===== src/crsf_rx_pkg.sv =====
package crsf_rx_pkg;

  localparam int FRAME_BYTES   = 64;
  localparam int STORE_AW      = $clog2(FRAME_BYTES);
  localparam int MAX_LENGTH    = FRAME_BYTES - 2;
  localparam int MIN_LENGTH    = 2;

  localparam logic [7:0]  CRC_POLY      = 8'hD5;
  localparam logic [7:0]  RC_TYPE       = 8'h16;
  localparam logic [7:0]  RC_LENGTH     = 8'd24;
  localparam logic [31:0] GAP_RESET     = 32'd2000;
  localparam logic [7:0]  ADDR_RESET    = 8'hC8;

  localparam int CHAN_W        = 11;
  localparam int NUM_CHANNELS  = 16;
  localparam int ACC_W         = CHAN_W + 7;
  localparam int ACC_CNT_W     = $clog2(ACC_W + 1);
  localparam logic [STORE_AW-1:0] PAYLOAD_FIRST = STORE_AW'(3);

  // configuration register indexes
  localparam logic REG_GAP_LIMIT      = 1'b0;
  localparam logic REG_DEVICE_ADDRESS = 1'b1;

  typedef enum logic [3:0] {
    S_IDLE = 4'b0001,
    S_READ = 4'b0010,
    S_LOAD = 4'b0100,
    S_EMIT = 4'b1000
  } unpack_state_t;

  // one byte through the crc-8, msb first
  function automatic logic [7:0] crc_step(input logic [7:0] crc, input logic [7:0] data);
    logic [7:0] c;
    c = crc ^ data;
    for (int b = 0; b < 8; b++) begin
      if (c[7]) begin
        c = (c << 1) ^ CRC_POLY;
      end else begin
        c = c << 1;
      end
    end
    return c;
  endfunction

endpackage


===== src/crsf_rx_ram.sv =====
module crsf_rx_ram #(
  parameter int WIDTH  = 8,
  parameter int DEPTH  = 64,
  parameter int ADDR_W = $clog2(DEPTH)
) (
  input  logic              clk,
  input  logic              wr_en,
  input  logic [ADDR_W-1:0] wr_addr,
  input  logic [WIDTH-1:0]  wr_data,
  input  logic [ADDR_W-1:0] rd_addr,
  output logic [WIDTH-1:0]  rd_data
);

  logic [WIDTH-1:0] mem [DEPTH];

  always_ff @(posedge clk) begin
    if (wr_en) begin
      mem[wr_addr] <= wr_data;
    end
    rd_data <= mem[rd_addr];
  end

endmodule


===== src/crsf_rc_frame_receiver.sv =====
// Receives serial bytes on the in_ channel, one word per byte with its
// arrival timestamp in tdata and the line-error flag in tuser. Frames
// addressed to device_address are parsed as they arrive: the crc-8 runs
// byte by byte and every frame byte is written into a 64-entry frame store.
// A frame with a good crc, rc-channels type and length 24 leaves sixteen
// words on the out_ channel, one 11-bit channel each, tlast on channel 15.
// Parsing takes a byte whenever in_tready is high; in_tready is high
// whenever no frame is being unpacked. Unpacking walks the 22 payload bytes
// through the store's single read port, with a read and a load state per byte
// fetched and an emit state per channel sent, while in_tready is low. A finished word
// waits in the output register, so a stalled receiver only holds up the
// unpacker, and input resumes once the last channel has been loaded there.
// Configuration writes (cfg_index 0 gap limit, 1 device address) are taken
// at once, cfg_ready is always high. Synchronous reset returns the parser
// to the address byte, clears the frame count and last arrival time and
// loads gap limit 2000 and address 0xC8; the frame store needs no clearing.
module crsf_rc_frame_receiver
  import crsf_rx_pkg::*;
(
  input  logic        clk,
  input  logic        rst_n,
  // in_tdata: rx_byte [7:0], arrival_time [39:8]
  input  logic [39:0] in_tdata,
  // in_tuser: line_error
  input  logic        in_tuser,
  input  logic        in_tvalid,
  output logic        in_tready,
  // out_tdata: channel_index [3:0], channel_value [14:4], frame_time [46:15],
  // frame_number [78:47], zero [79]
  output logic [79:0] out_tdata,
  output logic        out_tlast,
  output logic        out_tvalid,
  input  logic        out_tready,
  input  logic        cfg_valid,
  output logic        cfg_ready,
  input  logic        cfg_index,
  input  logic [31:0] cfg_data
);

  unpack_state_t          state_r, state_nxt;
  logic [31:0]            gap_limit_r;
  logic [7:0]             dev_addr_r;
  logic [STORE_AW-1:0]    pos_r, pos_nxt;
  logic [STORE_AW-1:0]    len_r, len_nxt;
  logic [7:0]             crc_r, crc_nxt;
  logic                   type_ok_r, type_ok_nxt;
  logic [31:0]            last_arrival_r;
  logic [31:0]            valid_frames_r, valid_frames_nxt;
  logic [31:0]            frame_time_r, frame_time_nxt;
  logic [ACC_W-1:0]       acc_r, acc_nxt;
  logic [ACC_CNT_W-1:0]   acc_cnt_r, acc_cnt_nxt;
  logic [3:0]             chan_r, chan_nxt;
  logic [STORE_AW-1:0]    rd_addr_r, rd_addr_nxt;
  logic                   out_valid_r;
  logic [79:0]            out_data_r;
  logic                   out_last_r;

  logic [7:0]             rx_byte;
  logic                   line_error;
  logic [31:0]            arrival_time;
  logic                   in_fire, byte_fire, gap_over, emit;
  logic [STORE_AW-1:0]    pos_eff;
  logic [7:0]             crc_base;
  logic                   wr_en;
  logic [7:0]             rd_data;
  logic [ACC_CNT_W-1:0]   cnt_after_emit;

  assign rx_byte      = in_tdata[7:0];
  assign arrival_time = in_tdata[39:8];
  assign line_error   = in_tuser;

  assign in_tready = (state_r == S_IDLE);
  assign in_fire   = in_tvalid && in_tready;
  assign byte_fire = in_fire && !line_error;
  assign cfg_ready = 1'b1;

  assign gap_over = (arrival_time - last_arrival_r) > gap_limit_r;
  assign pos_eff  = gap_over ? '0 : pos_r;
  assign crc_base = (pos_eff == STORE_AW'(2)) ? 8'h00 : crc_r;

  assign emit           = (state_r == S_EMIT) && (!out_valid_r || out_tready);
  assign cnt_after_emit = acc_cnt_r - ACC_CNT_W'(CHAN_W);

  crsf_rx_ram #(
    .WIDTH (8),
    .DEPTH (FRAME_BYTES)
  ) u_store (
    .clk     (clk),
    .wr_en   (wr_en),
    .wr_addr (pos_eff),
    .wr_data (rx_byte),
    .rd_addr (rd_addr_r),
    .rd_data (rd_data)
  );

  // byte parser and unpack sequencer
  always_comb begin
    state_nxt        = state_r;
    pos_nxt          = pos_r;
    len_nxt          = len_r;
    crc_nxt          = crc_r;
    type_ok_nxt      = type_ok_r;
    valid_frames_nxt = valid_frames_r;
    frame_time_nxt   = frame_time_r;
    acc_nxt          = acc_r;
    acc_cnt_nxt      = acc_cnt_r;
    chan_nxt         = chan_r;
    rd_addr_nxt      = rd_addr_r;
    wr_en            = 1'b0;

    unique case (state_r)
      S_IDLE: begin
        if (in_fire && line_error) begin
          pos_nxt = '0;
          len_nxt = '0;
        end else if (byte_fire) begin
          priority if (pos_eff == '0) begin
            if (rx_byte == dev_addr_r) begin
              wr_en   = 1'b1;
              pos_nxt = STORE_AW'(1);
            end else begin
              pos_nxt = '0;
            end
            len_nxt = '0;
          end else if (pos_eff == STORE_AW'(1)) begin
            if (rx_byte < 8'(MIN_LENGTH) || rx_byte > 8'(MAX_LENGTH)) begin
              pos_nxt = '0;
              len_nxt = '0;
            end else begin
              wr_en   = 1'b1;
              len_nxt = rx_byte[STORE_AW-1:0];
              pos_nxt = STORE_AW'(2);
            end
          end else begin
            wr_en = 1'b1;
            if (pos_eff == STORE_AW'(2)) begin
              type_ok_nxt = (rx_byte == RC_TYPE);
            end
            if (pos_eff <= len_r) begin
              crc_nxt = crc_step(crc_base, rx_byte);
              pos_nxt = pos_eff + STORE_AW'(1);
            end else begin
              // crc byte closes the frame
              pos_nxt = '0;
              len_nxt = '0;
              if (crc_r == rx_byte && type_ok_r && 8'(len_r) == RC_LENGTH) begin
                valid_frames_nxt = valid_frames_r + 32'd1;
                frame_time_nxt   = arrival_time;
                acc_nxt          = '0;
                acc_cnt_nxt      = '0;
                chan_nxt         = '0;
                rd_addr_nxt      = PAYLOAD_FIRST;
                state_nxt        = S_READ;
              end
            end
          end
        end
      end
      S_READ: begin
        state_nxt = S_LOAD;
      end
      S_LOAD: begin
        acc_nxt     = acc_r | (ACC_W'(rd_data) << acc_cnt_r);
        acc_cnt_nxt = acc_cnt_r + ACC_CNT_W'(8);
        rd_addr_nxt = rd_addr_r + STORE_AW'(1);
        state_nxt   = (acc_cnt_nxt >= ACC_CNT_W'(CHAN_W)) ? S_EMIT : S_READ;
      end
      S_EMIT: begin
        if (emit) begin
          acc_nxt     = acc_r >> CHAN_W;
          acc_cnt_nxt = cnt_after_emit;
          chan_nxt    = chan_r + 4'd1;
          priority if (chan_r == 4'(NUM_CHANNELS - 1)) begin
            state_nxt = S_IDLE;
          end else if (cnt_after_emit >= ACC_CNT_W'(CHAN_W)) begin
            state_nxt = S_EMIT;
          end else begin
            state_nxt = S_READ;
          end
        end
      end
      default: state_nxt = S_IDLE;
    endcase
  end

  always_ff @(posedge clk) begin
    if (!rst_n) begin
      state_r        <= S_IDLE;
      gap_limit_r    <= GAP_RESET;
      dev_addr_r     <= ADDR_RESET;
      pos_r          <= '0;
      len_r          <= '0;
      last_arrival_r <= '0;
      valid_frames_r <= '0;
      out_valid_r    <= 1'b0;
    end else begin
      state_r        <= state_nxt;
      pos_r          <= pos_nxt;
      len_r          <= len_nxt;
      valid_frames_r <= valid_frames_nxt;
      if (byte_fire) begin
        last_arrival_r <= arrival_time;
      end
      if (cfg_valid && cfg_ready) begin
        unique case (cfg_index)
          REG_GAP_LIMIT:      gap_limit_r <= cfg_data;
          REG_DEVICE_ADDRESS: dev_addr_r  <= cfg_data[7:0];
        endcase
      end
      if (emit) begin
        out_valid_r <= 1'b1;
      end else if (out_tready) begin
        out_valid_r <= 1'b0;
      end
    end
  end

  // payload registers
  always_ff @(posedge clk) begin
    crc_r        <= crc_nxt;
    type_ok_r    <= type_ok_nxt;
    frame_time_r <= frame_time_nxt;
    acc_r        <= acc_nxt;
    acc_cnt_r    <= acc_cnt_nxt;
    chan_r       <= chan_nxt;
    rd_addr_r    <= rd_addr_nxt;
    if (emit) begin
      out_data_r <= {1'b0, valid_frames_r, frame_time_r, acc_r[CHAN_W-1:0], chan_r};
      out_last_r <= (chan_r == 4'(NUM_CHANNELS - 1));
    end
  end

  assign out_tvalid = out_valid_r;
  assign out_tdata  = out_data_r;
  assign out_tlast  = out_last_r;

  a_onehot_state: assert property (@(posedge clk) disable iff (!rst_n)
    $onehot(state_r))
    else $error("unpack state not one-hot");

  a_load_after_read: assert property (@(posedge clk) disable iff (!rst_n)
    (state_r == S_LOAD) |-> $past(state_r == S_READ))
    else $error("store data used without a read issued");

  a_acc_bound: assert property (@(posedge clk) disable iff (!rst_n)
    (state_r != S_IDLE) |-> (acc_cnt_r <= ACC_CNT_W'(ACC_W)))
    else $error("bit accumulator overfilled");

  a_last_to_idle: assert property (@(posedge clk) disable iff (!rst_n)
    (emit && chan_r == 4'(NUM_CHANNELS - 1)) |=> (state_r == S_IDLE && acc_cnt_r == '0))
    else $error("frame unpack ended with bits left over");

  a_count_on_start: assert property (@(posedge clk) disable iff (!rst_n)
    (valid_frames_r != $past(valid_frames_r)) |-> (state_r == S_READ && $past(in_fire)))
    else $error("frame count moved without a frame starting");

endmodule

===== config.mk =====
export PLATFORM = sky130hd
export DESIGN_NAME = crsf_rc_frame_receiver
export DESIGN_NICKNAME = d
export VERILOG_FILES = /design/src/crsf_rx_pkg.sv /design/src/crsf_rx_ram.sv /design/src/crsf_rc_frame_receiver.sv
export SDC_FILE = /design/constraint.sdc
export NUM_CORES = 1
export LEC_CHECK = 0
export BUFFER_PORTS_ARGS = -buffer_cell sky130_fd_sc_hd__clkbuf_2
export CELL_PAD_IN_SITES_DETAIL_PLACEMENT = 1
export CELL_PAD_IN_SITES_GLOBAL_PLACEMENT = 2
export CORE_AREA = 2 2 372 374
export DETAILED_ROUTE_END_ITERATION = 10
export DIE_AREA = 0 0 374 376
export GPL_TIMING_DRIVEN = 1
export PLACE_DENSITY = 0.48
export SYNTH_ARGS = -nofsm -noshare
export SYNTH_HDL_FRONTEND = slang
export SYNTH_SLANG_ARGS = --single-unit

===== constraint.sdc =====
create_clock -name clk -period 16 [get_ports clk]
set_input_delay 3.2 -clock clk [delete_from_list [all_inputs] [get_ports clk]]
set_output_delay 3.2 -clock clk [all_outputs]
set_load 0.01 [all_outputs]

==> summary.txt <==
Status
  – Status: complete, no violations

Global route
  – Initial antenna violation count: 3
  – Overall Global Routing Usage: 14.1%
  – GR Overflow Total: 0
  – Vias in the first global route: 21300
  – First-pass GRT wire length: 147 mm
  – Largest net degree at the start of global routing: 131

Worst setup path
  – Crit-path max FO: 8
  – Worst Setup End Kind: flop
  – CP peak stage delay: 940 ps
  – Crit path arrival time: 11200 ps
  – WP data required: 16330 ps
  – Reg2reg start: last_arrival_r[9]
  – Most used cell along the critical path: ha_1
  – Crit-path slowest cell: a2111oi_1
  – Path depth of the worst reg2reg path: 23
  – Capturing point of the worst reg2reg path: u_store.mem[3][7]
  – Reg2Reg Setup Slack: 7390 ps
  – Setup CP Type: in -> reg
  – Worst-path cell chain: clkbuf_2, ha_1, nand2_1, nor2_1, o311ai_0, a2111oi_1, o31ai_1, a21boi_0, nor4_1, a311o_1, ha_1, nand3_1, nor4_1, a221o_1, o31ai_1, and3_1, inv_1, ha_1, nor2b_1, a22o_1, a211oi_1, nand3_1, nor2_1
  – Startpoint types: primary input

Layout
  – Ratio of cells with drive above 1 in the final layout: 21.6%
  – Antenna diodes: 0
  – P&R area growth vs syn: 18.4%
  – Post-route insts no fill: 4317
  – Final Util: 29.4%
  – NumNets Final: 2603
  – Post-route cell area: 40200 um^2

STA
  – Min Tclk post-route: 10870 ps
  – Least-Margin Pin Slew: 1250 ps
  – Post-Route Setup TNS: 0 ps
  – RSZ-0062 raised after global routing: false
  – Tcrit/Tclk final: 68.0%
  – Fmax: 92.0 MHz
  – Final count of pins violating max slew: 0
  – Hold Vio Cnt, Final: 0
  – Worst Skew: 44.2 ps
  – Rel. slew slack: 16.4%
  – Final setup vio count: 0

Synth
  – Syn_nets: 2419
  – Mapped cell area: 33900 um^2
  – Primary FF master, synth: edfxtp_1
  – Seq cells post-synth: 795
  – Mapped Cells: 2260
  – Synth Area in Compound Gates: 5.93%
  – Most frequent cell after synthesis: edfxtp_1
  – Mux share of post-synthesis cell area: 11.7%
  – Syn. warnings: 0
  – Area fraction of the dominant cell type after synthesis: 58.9%
  – Simple-gate share of the synthesized area: 7.98%
  – Synth async-reset ratio: 0%
  – Largest family of logic cells by synthesized area: multiplexers
  – Post-synthesis adder-cell area fraction: 2.97%
  – Avg Cell Area, Syn: 15.0 um^2
  – Register area share after synthesis: 66.5%
  – Top cells by area, synth: edfxtp_1, mux4_2, dfxtp_1
  – Synth top cells by count: edfxtp_1, nand2_1, mux4_2
  – EDFF count, synth: 666
  – Synth area leader: edfxtp_1
  – Unique masters post-synth: 82
  – Synth Area in XOR/XNOR: 2.57%

Clocking
  – H-tree depth: 3
  – Clock-pin slew on the worst setup and hold paths: 60 ps
  – Sink Count: 795
  – Worst skew pair latency: 710 ps
  – Post-CTS setup buffer count: 0
  – CTS Buf Count: 93
  – Root Driver: clkbuf_16
  – # hold bufs at CTS: 0
  – Clock buffer depth: 3
  – CTS tree: yes
  – Post-CTS sizing: 0

Floorplan
  – Area of the die: 141000 um^2
  – Die Wd: 374 um
  – Die extent in y: 376 um
  – IO Pins: 163
  – Row count: 136
  – Starting Density: 24.8%
  – Core area: 137000 um^2

Run
  – Total of max-cap violations: 0

Placement
  – Cells after DPL: 4143
  – Dpl hpwl: 65.3 mm
  – RD Place Congestion: 0.750
  – Post-DP Area: 36900 um^2
  – Number of port buffers: 160

Pwr
  – Pwr dens: 119 nW/um^2
  – Pleak: 13.0 nW
  – Peak VDD IR: 0.0000733 V
  – Design Power: 4.77 mW

Hold path
  – Min-delay src: frame_time_r[12]
  – Hold Path Depth: 0
  – Hold Path Sink: out_tdata[27]
  – Hold/Removal Path Class: reg -> reg

Detailed routing
  – Vias/cell: 4.55
  – Drt pass-1 iters: 4
  – Post-DRT Antenna Nets: 0
  – Initial DRC count: 1155
  – Wire length per cell: 23.0 um
  – Via count: 19600
  – DRT Wirelength: 99.1 mm
  – # DRC: 0
[worst max-delay path, delay by kind of cell]
kind,cells,cell delay (ps)
buf+inv,2,220
fa+ha+maj,3,920
simple gates,9,2840
compound gates,9,3990
[placed cells by master, fill, tap and decap left out, drive strengths merged, types with 17 or more instances in the layout]
| master | instances |
|---|---|
| xnor2 | 53 |
| clkbuf | 276 |
| nand4 | 18 |
| dfxtp | 129 |
| nor4 | 17 |
| edfxtp | 666 |
| buf | 32 |
| a21oi | 160 |
| ha | 79 |
| bufinv | 18 |
| o21ai | 59 |
| nand2 | 235 |
| clkinv | 34 |
| nor3 | 17 |
| nand3 | 40 |
| inv | 104 |
| mux4 | 168 |
| and3 | 18 |
| nor2 | 134 |
| or3 | 22 |
| xor2 | 43 |
[report_power, final]
part	internal, mW	total (mW)	leakage [nW]	switching [mW]
logic	0.0809	0.235	4.38	0.154
registers	2.25	2.25	7.04	0.00480
clock network	1.38	2.28	1.59	0.905
[per-stage QoR]
step                worst slack (ps)  hold slack, ps
floorplan                       5630             400
detailed placement              4350             406
global placement                4580             401
global route                    4400             427
CTS                             5090             419
finish                          5130             418
[state kept, by name, indices dropped and copies added (netlist names)]
| register | cells |
|---|---|
| u_store.rd_data | 8 |
| rd_addr_r | 6 |
| out_tvalid | 1 |
| u_store.mem | 512 |
| type_ok_r | 1 |
| crc_r | 8 |
| pos_r | 6 |
| len_r | 6 |
| chan_r | 4 |
| out_tlast | 1 |
| out_tdata | 79 |
| frame_time_r | 32 |
| gap_limit_r | 32 |
| acc_cnt_r | 5 |
| acc_r | 18 |
| state_r | 4 |
| dev_addr_r | 8 |
| valid_frames_r | 32 |
| last_arrival_r | 32 |
[area by class of cell]
type | count | area [um^2]
tap | 1794 | 2240
timing repair buffer | 192 | 1070
inverter | 101 | 380
sequential | 795 | 22600
clock inverter | 58 | 837
fill | 14400 | 96500
clock buffer | 116 | 2430
multi-input combinational | 1261 | 10600
[metal layers]
layer | vias up | global-route usage, % | part of all wire (%)
met5 | - | 0 | 0.028
li1 | 9018 | - | -
met1 | 10200 | 18.7 | 45
met4 | 4 | 4.30 | 2.2
met3 | 123 | 2.29 | 3.3
met2 | 259 | 23.6 | 49
[kinds of logic after synthesis]
logic type,after synthesis
xor+xnor,97
compound gates,327
other cells,2
mux,186
simple gates,569
fa+ha+maj,80
flops,795
buf+inv,204
[worst max path at each step]
stage / startpoint / to / slack, ps / cells after the start
finish: in_tdata[17] / u_store.mem[3][7] / 5130 / 23
global route: in_tdata[17] / u_store.mem[26][4] / 4400 / 23
CTS: in_tdata[17] / u_store.mem[3][7] / 5090 / 23
detailed placement: in_tdata[17] / u_store.mem[3][7] / 4350 / 23
global placement: in_tdata[17] / u_store.mem[3][0] / 4580 / 23
floorplan: in_tdata[10] / acc_cnt_r[3] / 5630 / 25
(Power assumes the default switching activity.)
